===== config.mk =====
export PLATFORM = sky130hd
export DESIGN_NAME = ess_fifo
export DESIGN_NICKNAME = d
export VERILOG_FILES = /design/src/design/ess_pkg.sv /design/src/design/ess_fifo.sv
export SDC_FILE = /design/constraint.sdc
export NUM_CORES = 1
export LEC_CHECK = 0
export BUFFER_PORTS_ARGS = -buffer_cell sky130_fd_sc_hd__buf_2
export CORE_AREA = 2 2 39 41
export CTS_CLUSTER_SIZE = 10
export DETAILED_ROUTE_END_ITERATION = 8
export DIE_AREA = 0 0 41 43
export SETUP_SLACK_MARGIN = 0.15
export SYNTH_ARGS = -nofsm -noshare
export SYNTH_HDL_FRONTEND = slang
export SYNTH_SLANG_ARGS = --single-unit

===== constraint.sdc =====
create_clock -name clk -period 1.9 [get_ports clk]
set_input_delay 0.19 -clock clk [delete_from_list [all_inputs] [get_ports clk]]
set_output_delay 0.19 -clock clk [all_outputs]
set_load 0.03 [all_outputs]

===== src/design/ess_pkg.sv =====
`default_nettype none
// ----------------------------------------------------------------------------
// ess_pkg
// Types, codes and commutation tables shared by the six-step commutator
// ----------------------------------------------------------------------------
package ess_pkg;

    localparam int ANGLE_W      = 14;
    localparam int STATE_W      = 3;
    localparam int PHASE_W      = 2;
    localparam int DUTY_W       = 8;
    localparam int COUNT_W      = 4;
    localparam int OPQ_DEPTH    = 2;
    localparam int OPQ_PTR_W    = $clog2(OPQ_DEPTH);
    localparam int OPQ_CNT_W    = $clog2(OPQ_DEPTH + 1);
    localparam int APB_ADDR_W   = 4;
    localparam int APB_DATA_W   = 32;

    localparam logic [STATE_W-1:0] NO_STATE  = 3'd6;
    localparam logic [STATE_W-1:0] MAX_STATE = 3'd5;
    localparam logic [PHASE_W-1:0] NO_PHASE  = 2'd3;
    localparam logic [COUNT_W-1:0] COUNT_MAX = 4'd15;

    typedef enum logic
    {
        CMD_SAMPLE    = 1'b0,
        CMD_MAP_WRITE = 1'b1
    } ess_cmd_t;

    typedef enum logic [1:0]
    {
        REG_THRUST_DUTY   = 2'd0,
        REG_ROTATION_DIR  = 2'd1,
        REG_REVERSE_LIMIT = 2'd2
    } ess_reg_t;

    typedef enum logic [PHASE_W-1:0]
    {
        PHASE_A = 2'd0,
        PHASE_B = 2'd1,
        PHASE_C = 2'd2
    } ess_phase_t;

    typedef struct packed
    {
        logic               cmd;
        logic [ANGLE_W-1:0] angle;
        logic               map_dir;
        logic [STATE_W-1:0] map_state;
    } ess_in_t;

    typedef struct packed
    {
        logic [STATE_W-1:0] comm_state;
        logic [PHASE_W-1:0] high_phase;
        logic [PHASE_W-1:0] low_phase;
        logic [DUTY_W-1:0]  duty;
        logic               fault_latched;
        logic               reverse_alarm;
    } ess_out_t;

    // classified request handed from the front to the back
    typedef struct packed
    {
        logic               is_sample;
        logic [STATE_W-1:0] map_val;
    } ess_op_t;

    typedef struct packed
    {
        logic [DUTY_W-1:0]  thrust_duty;
        logic               rotation_dir;
        logic [COUNT_W-1:0] reverse_limit;
    } ess_cfg_t;

    // successor of a state; dir 0 clockwise, 1 counter-clockwise
    function automatic logic [STATE_W-1:0] succ_state(input logic [STATE_W-1:0] st,
                                                      input logic dir);
        logic [STATE_W-1:0] res;
        begin
            unique case (st)
                3'd0:    res = dir ? 3'd1 : 3'd5;
                3'd1:    res = dir ? 3'd2 : 3'd0;
                3'd2:    res = dir ? 3'd3 : 3'd1;
                3'd3:    res = dir ? 3'd4 : 3'd2;
                3'd4:    res = dir ? 3'd5 : 3'd3;
                3'd5:    res = dir ? 3'd0 : 3'd4;
                default: res = NO_STATE;
            endcase
            return res;
        end
    endfunction

    function automatic logic [PHASE_W-1:0] high_of(input logic [STATE_W-1:0] st);
        logic [PHASE_W-1:0] res;
        begin
            unique case (st)
                3'd0, 3'd1: res = PHASE_A;
                3'd2, 3'd3: res = PHASE_B;
                3'd4, 3'd5: res = PHASE_C;
                default:    res = NO_PHASE;
            endcase
            return res;
        end
    endfunction

    function automatic logic [PHASE_W-1:0] low_of(input logic [STATE_W-1:0] st);
        logic [PHASE_W-1:0] res;
        begin
            unique case (st)
                3'd0, 3'd5: res = PHASE_B;
                3'd1, 3'd2: res = PHASE_C;
                3'd3, 3'd4: res = PHASE_A;
                default:    res = NO_PHASE;
            endcase
            return res;
        end
    endfunction

endpackage
`default_nettype wire


===== src/design/ess_fifo.sv =====
`default_nettype none
// ----------------------------------------------------------------------------
// ess_fifo
// Short queue of classified requests between front and back
// ----------------------------------------------------------------------------
module ess_fifo
    import ess_pkg::*;
(
    input  wire logic     clk,
    input  wire logic     rst_n,
    input  wire logic     wr_en,
    input  wire ess_op_t  wr_data,
    output logic          ready,
    input  wire logic     rd_en,
    output logic          valid,
    output ess_op_t       rd_data
);

    ess_op_t                entry_reg [OPQ_DEPTH];
    logic [OPQ_PTR_W-1:0]   wr_ptr_reg;
    logic [OPQ_PTR_W-1:0]   rd_ptr_reg;
    logic [OPQ_CNT_W-1:0]   cnt_reg;
    logic [OPQ_CNT_W-1:0]   cnt_next;
    logic                   do_wr;
    logic                   do_rd;

    assign ready = (cnt_reg != OPQ_CNT_W'(OPQ_DEPTH));
    assign valid = (cnt_reg != '0);
    assign do_wr = wr_en && ready;
    assign do_rd = rd_en && valid;

    always_comb
    begin
        unique case ({do_wr, do_rd})
            2'b10:   cnt_next = cnt_reg + 1'b1;
            2'b01:   cnt_next = cnt_reg - 1'b1;
            default: cnt_next = cnt_reg;
        endcase
    end

    always_ff @(posedge clk or negedge rst_n)
    begin
        if (!rst_n)
        begin
            cnt_reg    <= '0;
            wr_ptr_reg <= '0;
            rd_ptr_reg <= '0;
        end
        else
        begin
            cnt_reg <= cnt_next;
            if (do_wr)
                wr_ptr_reg <= wr_ptr_reg + 1'b1;
            if (do_rd)
                rd_ptr_reg <= rd_ptr_reg + 1'b1;
        end
    end

    always_ff @(posedge clk)
    begin
        if (do_wr)
            entry_reg[wr_ptr_reg] <= wr_data;
    end

    assign rd_data = entry_reg[rd_ptr_reg];

endmodule
`default_nettype wire


==> results_dict.tcl <==
set metrics [dict create \
    antenna_found_initial 0 \
    syn-num-nets 38 \
    setup_viol 0 \
    synth_warnings 0 \
    layout_common_cells "buf_2 (13), edfxtp_1 (8), mux2_2 (4), dfrtp_1 (4)" \
    ys_types 12 \
    power_w 0.00102 \
    avgSynthCellArea_um2 16.6 \
    numPortBuffers 13 \
    tns_ns 0 \
    critPathBufInv 0 \
    fillers 138 \
    tightest_slew_ns 0.366 \
    synth-seq-cells 12 \
    max_freq_mhz 647 \
    cp_max_fo 4 \
    cp.required_ns 2.10 \
    fin_worst_skew_ns 0.000959 \
    die_area_um2 1760 \
    max_cap_viol_count 0 \
    fin_cells 63 \
    endpoint_kind "flop" \
    worstReg2RegStart "cnt_reg[0]" \
    row_count 14 \
    drc 0 \
    hold_viol_final 0 \
    ant_nets 0 \
    drt_iter0_drc 3 \
    final_layout_size_suffix_gt1_share_pct 44.7 \
    gp_congestion 0.705 \
    power.leakage_nw 0.250 \
    relSlewSlack_pct 75.5 \
    worstPathArrival_ns 1.74 \
    grt_pass1_wl_mm 1.15 \
    grt_max_degree 8 \
    top_level_ports 14 \
    rsz0062_at_grt "no" \
    hp-start "wr_data[1]" \
    startpoint "cnt_reg[0]" \
    post-place-ws_ns 0.351 \
    fin_ws_ns 0.355 \
    vias 288 \
    largest_reg_flops 8 \
    syn_inst 29 \
    crit_type "flop to flop" \
    insertion_delay_ns 0.27 \
    yosysSeqAreaShare_pct 70.8 \
    initial_core_util_pct 34.7 \
    wirelength_um 778 \
    critPathSlowestCell "dfrtp_1" \
    grt.total_usage_pct 10.7 \
    grt_remaining_overflow 0 \
    fin_crit_sh_pct 81.3 \
    clk_path_buf_depth 2 \
    hold_path.class "primary input to flop" \
    place_inst 58 \
    cts-resized-gates 0 \
    vdd_drop_max_mv 0.668 \
    maxSlewViolCount 0 \
    core_um2 1380 \
    grt_pass1_vias 270 \
    avgViaCountPerCell 4.57 \
    clk_pin_slew_ns 0.07 \
    n_antenna_cell 0 \
    final_common_cell "buf_2" \
    die_y_um 43 \
    status "completed" \
    dpl_cell_area_um2 566 \
    synth_area_um2 480 \
    cts.sinks 12 \
    htreeDepth 1 \
    crit_chain "or2_1, and2_4, ha_1, xnor2_1, nor2_1, xor2_1" \
    cts_made_buffers 3 \
    final_nets 57 \
    synthToLayoutAreaGrowth_pct 25.3 \
    cts_tree "done" \
    die-width_um 41 \
    root_buffer "clkbuf_4" \
    critPathLaunchType "flop" \
    slowest_delay_ns 0.42 \
    finalInstanceArea_um2 602 \
    cp_top_family "simple AND/OR/NAND/NOR gates" \
    fin_crit_ns 1.54 \
    p_per_area_nw_per_um2 1690 \
    drtPass1Iterations 3 \
    dp.final_hpwl_um 606 \
    routedWlPerCell_um 12.3 \
]
worst register-to-register path: stages (launching register included):
cell and delay, ns:
dfrtp_1 0.42, or2_1 0.26, and2_4 0.17, ha_1 0.20
xnor2_1 0.13, nor2_1 0.12, xor2_1 0.16
final cells by class:
| cell class | instances | area [um2] | share of cell area, % |
|---|---|---|---|
| tap | 16 | 20.0 | 3.33 |
| sequential | 12 | 340 | 56.5 |
| clock buffer | 3 | 22.5 | 3.74 |
| clock inverter | 1 | 3.75 | 0.624 |
| multi-input combinational | 17 | 140 | 23.3 |
| timing repair buffer | 14 | 75.1 | 12.5 |
synthesized netlist by cell type, drive strengths merged:
cell type	count	area [um2]
nand2b	1	6.26
and3	1	6.26
mux2	4	45.0
dfrtp	4	100
xor2	2	17.5
edfxtp	8	240
nor2	2	7.51
nand2	1	3.75
ha	1	12.5
or2	1	6.26
and2	1	8.76
xnor2	3	26.3
power by group:
group,internal (W),leakage (nW),switching (W)
clock,0.0000761,0.0154,0.0000829
combinational,0.000173,0.114,0.000249
sequential,0.000373,0.121,0.0000628
worst paths after layout:
check                                   to  slack, ns  depth (start not counted)
max                             cnt_reg[1]       0.36                          6
min                        entry_reg[0][1]       0.10                          1
max reg2reg                     cnt_reg[1]       0.36                          6
min reg2reg                     wr_ptr_reg       0.49                          1
max in group asynchronous       cnt_reg[0]       1.54                          2
min in group asynchronous       cnt_reg[1]       0.25                          2
kinds of logic (layout without fill, tap and decap cells):
group	Yosys count	in the layout	synth area share (%)
muxes	4	4	9.37
xor gates and xnor gates	5	5	9.12
buffers and inverters	0	18	0
DFF	12	12	70.8
and+or+nand+nor	7	7	8.08
adders and majority gates	1	1	2.60
layer usage:
| metal | vias to the layer above | track usage (%) | wire length [um] |
|---|---|---|---|
| li1 | 138 | - | - |
| met2 | 9 | 16.3 | 402 |
| met4 | 0 | 8.00 | 15 |
| met5 | - | 0 | 0 |
| met3 | 2 | 3.14 | 36 |
| met1 | 139 | 12.0 | 323 |
per-stage QoR:
step                utilization (%)  hold WS [ns]
floorplan                         -        -0.106
global placement               40.9      -0.00338
detailed placement             40.9       0.00115
CTS                            43.5        0.0953
global route                   43.5        0.0898
finish                         43.5         0.101
what timing repair did:
action / in CTS / in global routing
setup buffers: 0 / 0
endpoints found under the hold margin: 4 / 0
hold buffers: 1 / 0
Power figures use the tool's default switching activity.
