**src/design/ess_pkg.sv**
```systemverilog
`default_nettype none
// ----------------------------------------------------------------------------
// ess_pkg
// Types, codes and commutation tables shared by the six-step commutator
// ----------------------------------------------------------------------------
package ess_pkg;

    localparam int ANGLE_W      = 14;
    localparam int STATE_W      = 3;
    localparam int PHASE_W      = 2;
    localparam int DUTY_W       = 8;
    localparam int COUNT_W      = 4;
    localparam int OPQ_DEPTH    = 2;
    localparam int OPQ_PTR_W    = $clog2(OPQ_DEPTH);
    localparam int OPQ_CNT_W    = $clog2(OPQ_DEPTH + 1);
    localparam int APB_ADDR_W   = 4;
    localparam int APB_DATA_W   = 32;

    localparam logic [STATE_W-1:0] NO_STATE  = 3'd6;
    localparam logic [STATE_W-1:0] MAX_STATE = 3'd5;
    localparam logic [PHASE_W-1:0] NO_PHASE  = 2'd3;
    localparam logic [COUNT_W-1:0] COUNT_MAX = 4'd15;

    typedef enum logic
    {
        CMD_SAMPLE    = 1'b0,
        CMD_MAP_WRITE = 1'b1
    } ess_cmd_t;

    typedef enum logic [1:0]
    {
        REG_THRUST_DUTY   = 2'd0,
        REG_ROTATION_DIR  = 2'd1,
        REG_REVERSE_LIMIT = 2'd2
    } ess_reg_t;

    typedef enum logic [PHASE_W-1:0]
    {
        PHASE_A = 2'd0,
        PHASE_B = 2'd1,
        PHASE_C = 2'd2
    } ess_phase_t;

    typedef struct packed
    {
        logic               cmd;
        logic [ANGLE_W-1:0] angle;
        logic               map_dir;
        logic [STATE_W-1:0] map_state;
    } ess_in_t;

    typedef struct packed
    {
        logic [STATE_W-1:0] comm_state;
        logic [PHASE_W-1:0] high_phase;
        logic [PHASE_W-1:0] low_phase;
        logic [DUTY_W-1:0]  duty;
        logic               fault_latched;
        logic               reverse_alarm;
    } ess_out_t;

    // classified request handed from the front to the back
    typedef struct packed
    {
        logic               is_sample;
        logic [STATE_W-1:0] map_val;
    } ess_op_t;

    typedef struct packed
    {
        logic [DUTY_W-1:0]  thrust_duty;
        logic               rotation_dir;
        logic [COUNT_W-1:0] reverse_limit;
    } ess_cfg_t;

    // successor of a state; dir 0 clockwise, 1 counter-clockwise
    function automatic logic [STATE_W-1:0] succ_state(input logic [STATE_W-1:0] st,
                                                      input logic dir);
        logic [STATE_W-1:0] res;
        begin
            unique case (st)
                3'd0:    res = dir ? 3'd1 : 3'd5;
                3'd1:    res = dir ? 3'd2 : 3'd0;
                3'd2:    res = dir ? 3'd3 : 3'd1;
                3'd3:    res = dir ? 3'd4 : 3'd2;
                3'd4:    res = dir ? 3'd5 : 3'd3;
                3'd5:    res = dir ? 3'd0 : 3'd4;
                default: res = NO_STATE;
            endcase
            return res;
        end
    endfunction

    function automatic logic [PHASE_W-1:0] high_of(input logic [STATE_W-1:0] st);
        logic [PHASE_W-1:0] res;
        begin
            unique case (st)
                3'd0, 3'd1: res = PHASE_A;
                3'd2, 3'd3: res = PHASE_B;
                3'd4, 3'd5: res = PHASE_C;
                default:    res = NO_PHASE;
            endcase
            return res;
        end
    endfunction

    function automatic logic [PHASE_W-1:0] low_of(input logic [STATE_W-1:0] st);
        logic [PHASE_W-1:0] res;
        begin
            unique case (st)
                3'd0, 3'd5: res = PHASE_B;
                3'd1, 3'd2: res = PHASE_C;
                3'd3, 3'd4: res = PHASE_A;
                default:    res = NO_PHASE;
            endcase
            return res;
        end
    endfunction

endpackage
`default_nettype wire

```
**src/design/ess_back.sv**
```systemverilog
`default_nettype none
// ----------------------------------------------------------------------------
// ess_back
// Commutation state machine, reverse counter, fault latch and result register
// ----------------------------------------------------------------------------
module ess_back
    import ess_pkg::*;
(
    input  wire logic      clk,
    input  wire logic      rst_n,
    input  wire ess_cfg_t  cfg,
    input  wire logic      op_valid,
    input  wire ess_op_t   op,
    output logic           op_take,
    output logic           empty,
    output ess_out_t       result,
    input  wire logic      pop
);

    logic [STATE_W-1:0] cur_state_reg, cur_state_next;
    logic [COUNT_W-1:0] rev_cnt_reg, rev_cnt_next;
    logic               fault_reg, fault_next;
    logic [PHASE_W-1:0] drv_high_reg, drv_high_next;
    logic [PHASE_W-1:0] drv_low_reg, drv_low_next;
    logic [DUTY_W-1:0]  drv_duty_reg, drv_duty_next;
    logic               alarm;
    logic               out_valid_reg;
    ess_out_t           out_reg;
    logic [STATE_W-1:0] ns;
    logic [STATE_W-1:0] fwd_state;
    logic [STATE_W-1:0] rev_state;
    logic               commute;

    assign op_take = op_valid && (!out_valid_reg || pop);
    assign ns        = op.map_val;
    assign fwd_state = succ_state(cur_state_reg, cfg.rotation_dir);
    assign rev_state = succ_state(cur_state_reg, !cfg.rotation_dir);

    always_comb
    begin
        cur_state_next = cur_state_reg;
        rev_cnt_next   = rev_cnt_reg;
        fault_next     = fault_reg;
        drv_high_next  = drv_high_reg;
        drv_low_next   = drv_low_reg;
        drv_duty_next  = drv_duty_reg;
        alarm          = 1'b0;
        commute        = 1'b0;
        if (op.is_sample && !fault_reg && cfg.thrust_duty != '0 && ns != cur_state_reg)
        begin
            if (cur_state_reg != NO_STATE)
            begin
                priority if (ns == fwd_state)
                begin
                    rev_cnt_next = '0;
                    commute      = 1'b1;
                end
                else if (ns == rev_state)
                begin
                    if (rev_cnt_reg != COUNT_MAX)
                        rev_cnt_next = rev_cnt_reg + 1'b1;
                    alarm   = (rev_cnt_next > cfg.reverse_limit);
                    commute = 1'b1;
                end
                else
                begin
                    // skipped step or invalid entry: latch fault and kill the drives
                    fault_next    = 1'b1;
                    drv_high_next = NO_PHASE;
                    drv_low_next  = NO_PHASE;
                    drv_duty_next = '0;
                end
            end
            else if (ns <= MAX_STATE)
            begin
                commute = 1'b1;
            end
            if (commute)
            begin
                drv_high_next  = high_of(ns);
                drv_low_next   = low_of(ns);
                drv_duty_next  = cfg.thrust_duty;
                cur_state_next = ns;
            end
        end
    end

    always_ff @(posedge clk or negedge rst_n)
    begin
        if (!rst_n)
        begin
            cur_state_reg <= NO_STATE;
            rev_cnt_reg   <= '0;
            fault_reg     <= 1'b0;
            drv_high_reg  <= NO_PHASE;
            drv_low_reg   <= NO_PHASE;
            drv_duty_reg  <= '0;
            out_valid_reg <= 1'b0;
        end
        else
        begin
            if (op_take)
            begin
                cur_state_reg <= cur_state_next;
                rev_cnt_reg   <= rev_cnt_next;
                fault_reg     <= fault_next;
                drv_high_reg  <= drv_high_next;
                drv_low_reg   <= drv_low_next;
                drv_duty_reg  <= drv_duty_next;
                out_valid_reg <= 1'b1;
            end
            else if (pop)
            begin
                out_valid_reg <= 1'b0;
            end
        end
    end

    always_ff @(posedge clk)
    begin
        if (op_take)
        begin
            out_reg.comm_state    <= cur_state_next;
            out_reg.high_phase    <= drv_high_next;
            out_reg.low_phase     <= drv_low_next;
            out_reg.duty          <= drv_duty_next;
            out_reg.fault_latched <= fault_next;
            out_reg.reverse_alarm <= alarm;
        end
    end

    assign empty  = !out_valid_reg;
    assign result = out_reg;

    a_fault_drives_off: assert property (@(posedge clk) disable iff (!rst_n)
        fault_reg |-> (drv_high_reg == NO_PHASE && drv_low_reg == NO_PHASE
                       && drv_duty_reg == '0))
        else $error("drives active while faulted");

    a_fault_sticks: assert property (@(posedge clk) disable iff (!rst_n)
        fault_reg |=> fault_reg)
        else $error("fault latch cleared without reset");

    a_state_legal: assert property (@(posedge clk) disable iff (!rst_n)
        cur_state_reg <= NO_STATE)
        else $error("commutation state out of range");

    a_alarm_needs_commute: assert property (@(posedge clk) disable iff (!rst_n)
        (op_take && alarm) |=> (rev_cnt_reg != '0 && !fault_reg))
        else $error("reverse alarm without a reverse step");

endmodule
`default_nettype wire

```
**config.mk**
```make
export PLATFORM = sky130hd
export DESIGN_NAME = ess_back
export DESIGN_NICKNAME = d
export VERILOG_FILES = /design/src/design/ess_pkg.sv /design/src/design/ess_back.sv
export SDC_FILE = /design/constraint.sdc
export NUM_CORES = 1
export LEC_CHECK = 0
export ABC_AREA = 1
export BUFFER_PORTS_ARGS = -buffer_cell sky130_fd_sc_hd__buf_2
export CORE_UTILIZATION = 60
export DETAILED_ROUTE_END_ITERATION = 7
export HOLD_SLACK_MARGIN = 0.12
export MAX_ROUTING_LAYER = met4
export PLACE_DENSITY_LB_ADDON = 0.25
export SLEW_MARGIN = 30
export SYNTH_ARGS = -nofsm -noshare
export SYNTH_HDL_FRONTEND = slang
export SYNTH_SLANG_ARGS = --single-unit
```
**constraint.sdc**
```tcl
create_clock -name clk -period 6 [get_ports clk]
set_input_delay 1.5 -clock clk [delete_from_list [all_inputs] [get_ports clk]]
set_output_delay 1.5 -clock clk [all_outputs]
set_load 0.01 [all_outputs]
```
==> summary.txt, run 1 <==
Logic synthesis
  – Part of the Yosys area used for sequential elements: 47.5%
  – Post-Synthesis Cell Area: 2200 um^2
  – Most used standard cells in the synthesized netlist: sky130_fd_sc_hd__nand2_1 (72), sky130_fd_sc_hd__edfxtp_1 (17), sky130_fd_sc_hd__inv_1 (17), sky130_fd_sc_hd__nand3_2 (17), sky130_fd_sc_hd__nor2_1 (16)
  – Most frequent cell after synthesis: sky130_fd_sc_hd__nand2_1
  – Cells after synthesis: 241
  – Synth area leader: sky130_fd_sc_hd__edfxtp_1
  – Number of synthesized flops with an enable pin: 17
  – Share of the synthesized area in the top cell type: a little under a quarter
  – Number of nets produced by synthesis: roughly 270
  – Synth async-reset ratio: 55.3%
  – Mean post-synth cell area: around 9 um^2
  – Main flop type after synthesis: sky130_fd_sc_hd__edfxtp_1
  – Ranking of synthesized cells by area: sky130_fd_sc_hd__edfxtp_1 (23%), sky130_fd_sc_hd__dfrtp_1 (17%), sky130_fd_sc_hd__nand2_1 (12%)
  – Post-synthesis sequential element count: 38
  – Total of warnings raised by yosys: 0
  – Count of cell types in the netlist: 33

Timing
  – Max Freq: 232 MHz
  – Accumulated negative setup slack: 0 ps
  – Time the final worst path needs with I/O delays and setup: 4310 ps
  – Max-slew violation count: 0
  – Worst-case headroom to the max-slew limit: 53.3%
  – Worst Tran Pin Value: 699 ps
  – Hold WS: 473 ps
  – Setup repair after global routing missed its margin: false
  – Final setup viols: 0
  – Final worst clock skew: 15.5 ps
  – Endpoints failing hold: 0
  – Period Utilization, post-route: 71.8%

Drt
  – Average wire per standard cell: 12.0 um
  – Total Routed Length: 3930 um
  – Overall via count from detail_route: around 1700
  – DRC violation total after the first TritonRoute iteration: roughly 120
  – Vias per std cell: 5.33
  – Number of DRC violations after detailed routing: 0
  – Iteration count of the initial detailed-routing pass: 4
  – Remaining number of nets flagged by the antenna check after routing: 0

Global route
  – All-layer global routing usage: 23.9%
  – Global-route wire length before repair: about 7200 um
  – Largest net degree at the start of global routing: 43
  – Global route total overflow: 0
  – Number of global-route vias before repair: about 1700
  – Antenna violations before repair: 0

Placed design
  – Area after DPL: 2390 um^2
  – HPWL reported at the end of detailed placement: 2980 um
  – Last weighted congestion value of the routability-driven placer: between 0.9 and 1
  – IO Port Bufs: 39

Clocking
  – Clock tree from TritonCTS: done
  – Number of buffers inserted by hold repair at cts: 0
  – CTS sink count: 38
  – Clock buffer count from CTS: 5
  – Clock slew at the register clock pins of the worst setup and hold paths: 100 ps
  – Master cell of the clock root buffer: sky130_fd_sc_hd__clkbuf_4
  – CTS H-tree lvls: 2
  – Worst-case clock buffer depth: 2
  – Number of gates resized after CTS: 0
  – Count of buffers added by post-CTS timing repair for setup: 0
  – Clock latency on the worst-skew pair: 340 ps

Floorplanning
  – Area enclosed by the die boundary: between 3000 and 4000 um^2
  – Height of the die: roughly 62 um
  – Die Wd: 62.5 um
  – Floorplan core area: 3420 um^2
  – Initial Utilization: 64.3%
  – Count of standard-cell rows: 21
  – Number of placed I/O pins: 40

Critical path
  – Highest net fanout along the worst path: 42
  – Crit path kind: primary input to primary output
  – Data required time at the worst endpoint: around 4500 ps
  – Worst Path Arrival: 2810 ps
  – Launch point of the critical path: pop
  – Kind of capture point of the worst setup path: primary output
  – Origin of the critical flop-to-flop path: rev_cnt_reg[0]$_DFFE_PN0P_
  – Startpoint class of the critical path: primary input

Final layout
  – Nets@finish: roughly 310
  – Number of antenna diodes: 0
  – Largest register FFs: 17
  – Final Util: 72.3%
  – Fraction of layout instances using a drive strength above 1: 30.9%
  – Cell area after layout: 2470 um^2
  – Layout area overhead: 12.5%

Power
  – Total power per unit cell area: 257 nW/um^2
  – Static leakage: 1.19 nW
  – Worst vdd rail ir drop: 0.000152 V

Min path
  – Min-delay worst type: register to register
  – Source of the worst hold timing path: drv_low_reg[1]$_DFFE_PN1P_

Run status
  – Outcome: complete, no violations

Flow run
  – Max-cap violations: 0
[per-layer routing]
| metal | vias to the layer above | track usage, % | wire length (um) |
|---|---|---|---|
| met5 | - | - | 0 |
| met4 | 0 | 5.23 | 31 |
| met3 | 6 | 5.84 | 157 |
| met2 | 40 | 41.0 | 1970 |
| met1 | 804 | 28.3 | 1780 |
| li1 | 898 | - | - |
[final cells by class]
| type | count | area, um^2 |
|---|---|---|
| sequential | 38 | 1040 |
| multi-input combinational | 174 | 1010 |
| fill | 260 | 946 |
| timing repair buffer | 40 | 203 |
| inverter | 22 | 82.6 |
| tap | 46 | 57.6 |
| clock buffer | 6 | 41.3 |
| clock inverter | 2 | 33.8 |
[logic make-up after synthesis]
| group | after synthesis | synth area share [%] |
|---|---|---|
| buffers and inverters | 29 | 6.55 |
| flip-flops | 38 | 47.5 |
| AND/OR/NAND/NOR | 135 | 32.3 |
| adder cells (fa/ha/maj) | 5 | 2.85 |
| AO/OA/AOI/OAI | 27 | 7.92 |
| multiplexers | 1 | 0.513 |
| XOR/XNOR | 6 | 2.39 |
[placed cells by master, fill, tap and decap left out]
cell type	n
sky130_fd_sc_hd__a21oi_1	5
sky130_fd_sc_hd__a21oi_2	2
sky130_fd_sc_hd__a22oi_1	1
sky130_fd_sc_hd__a22oi_4	1
sky130_fd_sc_hd__a31oi_1	8
sky130_fd_sc_hd__and2_1	1
sky130_fd_sc_hd__buf_2	39
sky130_fd_sc_hd__buf_4	1
sky130_fd_sc_hd__bufinv_16	1
sky130_fd_sc_hd__clkbuf_1	1
sky130_fd_sc_hd__clkbuf_4	5
sky130_fd_sc_hd__clkinv_1	1
sky130_fd_sc_hd__dfrtp_1	15
sky130_fd_sc_hd__dfstp_2	6
sky130_fd_sc_hd__edfxtp_1	17
sky130_fd_sc_hd__ha_1	5
sky130_fd_sc_hd__inv_1	17
sky130_fd_sc_hd__inv_2	5
sky130_fd_sc_hd__mux2_2	1
sky130_fd_sc_hd__nand2_1	72
sky130_fd_sc_hd__nand2_2	4
sky130_fd_sc_hd__nand2_4	2
sky130_fd_sc_hd__nand3_1	9
sky130_fd_sc_hd__nand3_2	17
sky130_fd_sc_hd__nand3_4	2
sky130_fd_sc_hd__nand4_1	7
sky130_fd_sc_hd__nor2_1	16
sky130_fd_sc_hd__nor3_1	1
sky130_fd_sc_hd__nor4_1	3
sky130_fd_sc_hd__o211ai_1	1
sky130_fd_sc_hd__o21ai_0	3
sky130_fd_sc_hd__o21ai_1	6
sky130_fd_sc_hd__or2_2	1
sky130_fd_sc_hd__xnor2_1	3
sky130_fd_sc_hd__xor2_1	3
[through the flow]
stage	instances	setup WS, ps	power (W)
floorplan	241	2130	0.000442
global placement	320	1720	0.000472
detailed placement	320	1690	0.000477
CTS	328	1690	0.000641
global route	328	1600	0.000677
finish	328	1690	0.000635
[power by group]
group	total [W]	internal (W)	switching, W
registers	0.000329	0.000313	0.0000161
logic	0.000141	0.0000527	0.0000882
clock network	0.000165	0.0000867	0.0000780
total	0.000635	0.000453	0.000182
[worst paths after layout]
kind | depth (start not counted) | end | slack (ps)
max in group asynchronous | 1 | drv_low_reg[1]$_DFFE_PN1P_ | 4520
min in group asynchronous | 1 | fault_reg$_DFFE_PN0P_ | 1110
worst min-delay path | 2 | drv_low_reg[1]$_DFFE_PN1P_ | 470
worst max-delay path | 5 | op_take | 1690
worst min register to register | 2 | drv_low_reg[1]$_DFFE_PN1P_ | 470
worst max register to register | 12 | result[0]$_SDFFCE_PP0P_ | 3720
[worst max-delay path, cell delays in order]
cell and delay, ps:
sky130_fd_sc_hd__buf_2 100, sky130_fd_sc_hd__or2_2 300, sky130_fd_sc_hd__nand2_1 280, sky130_fd_sc_hd__inv_2 360
sky130_fd_sc_hd__buf_2 260
No activity file was read; power rests on OpenSTA's default activity.
==> run 2, diff against run 1 <==
CORE_UTILIZATION = 50   (was 60)
clock period = 3.6 ns   (was 6 ns; I/O delays follow)
==> run 2 against run 1 <==
Compared with the run above: design area up 1.5%; critical path depth up 1; clock skew down 11 ps; sequential share of layout area down 0.61 points; largest cell class unchanged; clock power up 81%; power up 71%; cell count up 1.8%; non-clock buffer count up 2; combinational power up 70%; largest power group unchanged; sequential power up 67%; routed wire length up 6.5%; hold slack worse by 4.0 ps.
==> summary.txt, run 2 (synthesized netlist as in run 1, its figures left out) <==
Floorplanning
  – Area enclosed by the die boundary: 4660 um^2 (+19%)
  – Initial Utilization: 53.4% (-11 points)
  – Count of standard-cell rows: 23 (+9.5%)
  – Number of placed I/O pins: 40 (unchanged)
  – Die Wd: 68.3 um (+9.2%)
  – Height of the die: 68.3 um (+9.2%)
  – Floorplan core area: 4120 um^2 (+20%)

Clocking
  – Number of buffers inserted by hold repair at cts: 0 (unchanged)
  – Master cell of the clock root buffer: sky130_fd_sc_hd__clkbuf_8
  – CTS sink count: 38 (unchanged)
  – Clock tree from TritonCTS: done
  – Number of gates resized after CTS: 0 (unchanged)
  – Worst-case clock buffer depth: 2 (unchanged)
  – Count of buffers added by post-CTS timing repair for setup: 0 (unchanged)
  – CTS H-tree lvls: 2 (unchanged)
  – Clock buffer count from CTS: 5 (unchanged)
  – Clock slew at the register clock pins of the worst setup and hold paths: 70 ps (-30 ps)
  – Clock latency on the worst-skew pair: 290 ps (-50 ps)

Timing
  – Accumulated negative setup slack: 0 ps (unchanged)
  – Final setup viols: 0 (unchanged)
  – Period Utilization, post-route: 72.1%
  – Final worst clock skew: 4.33 ps (-11.1 ps)
  – Worst Tran Pin Value: 503 ps (-196 ps)
  – Worst-case headroom to the max-slew limit: 66.5% (+13 points)
  – Max Freq: 385 MHz
  – Endpoints failing hold: 0 (unchanged)
  – Setup repair after global routing missed its margin: false
  – Time the final worst path needs with I/O delays and setup: approximately 2600 ps
  – Max-slew violation count: 0 (unchanged)

Min path
  – Cell count of the worst hold path: 2 (unchanged)
  – Worst hold endpoint: drv_low_reg[0]$_DFFE_PN1P_
  – Min-delay worst type: register to register
  – Source of the worst hold timing path: drv_low_reg[0]$_DFFE_PN1P_

Critical path
  – Worst reg-to-reg path cell count: 12 (unchanged)
  – Slowest cell on the critical path: sky130_fd_sc_hd__or2_2
  – Data required time at the worst endpoint: 2700 ps (-1800 ps)
  – Highest net fanout along the worst path: 10 (-76%)
  – Origin of the critical flop-to-flop path: rev_cnt_reg[0]$_DFFE_PN0P_
  – Chain of cells forming the critical path: buf_2, or2_2, nand2_1, buf_4, inv_2, buf_2
  – Cell with the most instances on the worst path: sky130_fd_sc_hd__buf_2
  – Cell family contributing the most delay on the critical path: buffers and inverters
  – Worst Path Arrival: 1700 ps (-1110 ps)
  – Capture point of the worst reg-to-reg path: result[0]$_SDFFCE_PP0P_
  – Startpoint class of the critical path: primary input
  – Worst-case register-to-register setup slack: 1350 ps (-2370 ps)
  – Kind of capture point of the worst setup path: primary output
  – Crit path kind: primary input to primary output
  – Critical Path Max Stage Delay: 290 ps (-70 ps)
  – CP Buf/Inv Count: 4 (+1)

Global route
  – Antenna violations before repair: 0 (unchanged)
  – Global-route wire length before repair: 7020 um (-2.7%)
  – Number of global-route vias before repair: 1617 (-4.8%)
  – Largest net degree at the start of global routing: 42 (-2.3%)
  – All-layer global routing usage: 21.3% (-2.6 points)
  – Global route total overflow: 0 (unchanged)

Drt
  – Vias per std cell: 5.21 (-2.2%)
  – Met3 routed WL: 146 um (-7.0%)
  – Remaining number of nets flagged by the antenna check after routing: 0 (unchanged)
  – Overall via count from detail_route: 1741 (-0.40%)
  – Average wire per standard cell: 12.5 um (+4.6%)
  – Routed wl met2: 2080 um (+5.9%)
  – Number of DRC violations after detailed routing: 0 (unchanged)
  – Top routing layer in use: met4
  – Iteration count of the initial detailed-routing pass: 4 (unchanged)
  – Total Routed Length: 4190 um (+6.5%)
  – Wire length on met1: 1930 um (+8.6%)
  – DRC violation total after the first TritonRoute iteration: 117 (-4.1%)

Final layout
  – Cell area after layout: 2510 um^2 (+1.5%)
  – Largest register FFs: 17 (unchanged)
  – Layout area overhead: 14.1%
  – Commonest non-fill, non-tap cells in the layout: sky130_fd_sc_hd__nand2_1 (72), sky130_fd_sc_hd__buf_2 (39), sky130_fd_sc_hd__inv_1 (17), sky130_fd_sc_hd__nand3_2 (17), sky130_fd_sc_hd__edfxtp_1 (17)
  – Number of antenna diodes: 0 (unchanged)
  – Fraction of layout instances using a drive strength above 1: 31.7% (+0.84 points)
  – Commonest non-fill, non-tap cell in the layout: sky130_fd_sc_hd__nand2_1
  – Nets@finish: 309 (+0.65%)

Placed design
  – HPWL reported at the end of detailed placement: 3100 um (+4.2%)
  – IO Port Bufs: 39 (unchanged)
  – Area after DPL: 2410 um^2 (+0.84%)
  – Last weighted congestion value of the routability-driven placer: 0.781 (-15%)

Power
  – Static leakage: 1.21 nW (+1.5%)
  – Total power: 0.00109 W (+71%)
  – Total power per unit cell area: 433 nW/um^2 (+68%)
  – Worst vdd rail ir drop: 0.000262 V (+72%)

Flow run
  – Max-cap violations: 0 (unchanged)

Run status
  – Outcome: complete, no violations
## run 2: cell types whose count changed in the layout (fill, tap and decap cells not counted)
cell                        previous run  this run
sky130_fd_sc_hd__buf_4                 1         3
sky130_fd_sc_hd__bufinv_16             1         0
sky130_fd_sc_hd__clkbuf_4              5         0
sky130_fd_sc_hd__clkbuf_8              0         6
sky130_fd_sc_hd__clkinv_1              1         0
sky130_fd_sc_hd__clkinv_2              0         1
## run 2: layout make-up
type,count,area (um^2)
inverters,22,82.6
multi-input cells,174,1010
well taps,50,62.6
clock buffers,7,86.3
clock inverters,1,5.00
fillers,346,1610
flip-flops and latches,38,1040
repair buffers,42,218
## run 2: worst register-to-register path, delay by kind of cell (launching register included)
kind | cells | cell delay (ps)
flops | 1 | 410
fa+ha+maj | 2 | 520
simple gates | 6 | 620
mux | 1 | 370
buf+inv | 2 | 90
compound gates | 1 | 90
## run 2: power breakdown
| group | leakage (nW) | switching, W | total [W] | internal, W |
|---|---|---|---|---|
| Sequential | 0.383 | 0.0000256 | 0.000548 | 0.000523 |
| Clock | 0.0482 | 0.000143 | 0.000298 | 0.000154 |
| Combinational | 0.777 | 0.000150 | 0.000240 | 0.0000901 |
## run 2: how the worst max path moves through the flow
stage	start	to	slack, ps	depth (start not counted)
final	pop	op_take	1000	6
after global routing	pop	op_take	930	6
after CTS	pop	op_take	990	6
after detailed placement	pop	op_take	990	6
after global placement	pop	op_take	1000	6
after floorplan	pop	op_take	930	4
## run 2: per-layer routing
metal	up-vias	global-route usage [%]
met2	32	33.8
met4	0	8.85
li1	895	-
met3	2	4.83
met5	-	-
met1	812	26.0
## run 2: stage by stage
step	hold WS (ps)	cells	utilization (%)	worst slack [ps]
2_1_floorplan	439	241	-	928
3_3_place_gp	456	326	58.7	1000
3_5_place_dp	458	326	58.7	991
4_1_cts	470	334	60.9	991
5_1_grt	493	334	60.9	930
6_report	469	334	60.9	1000
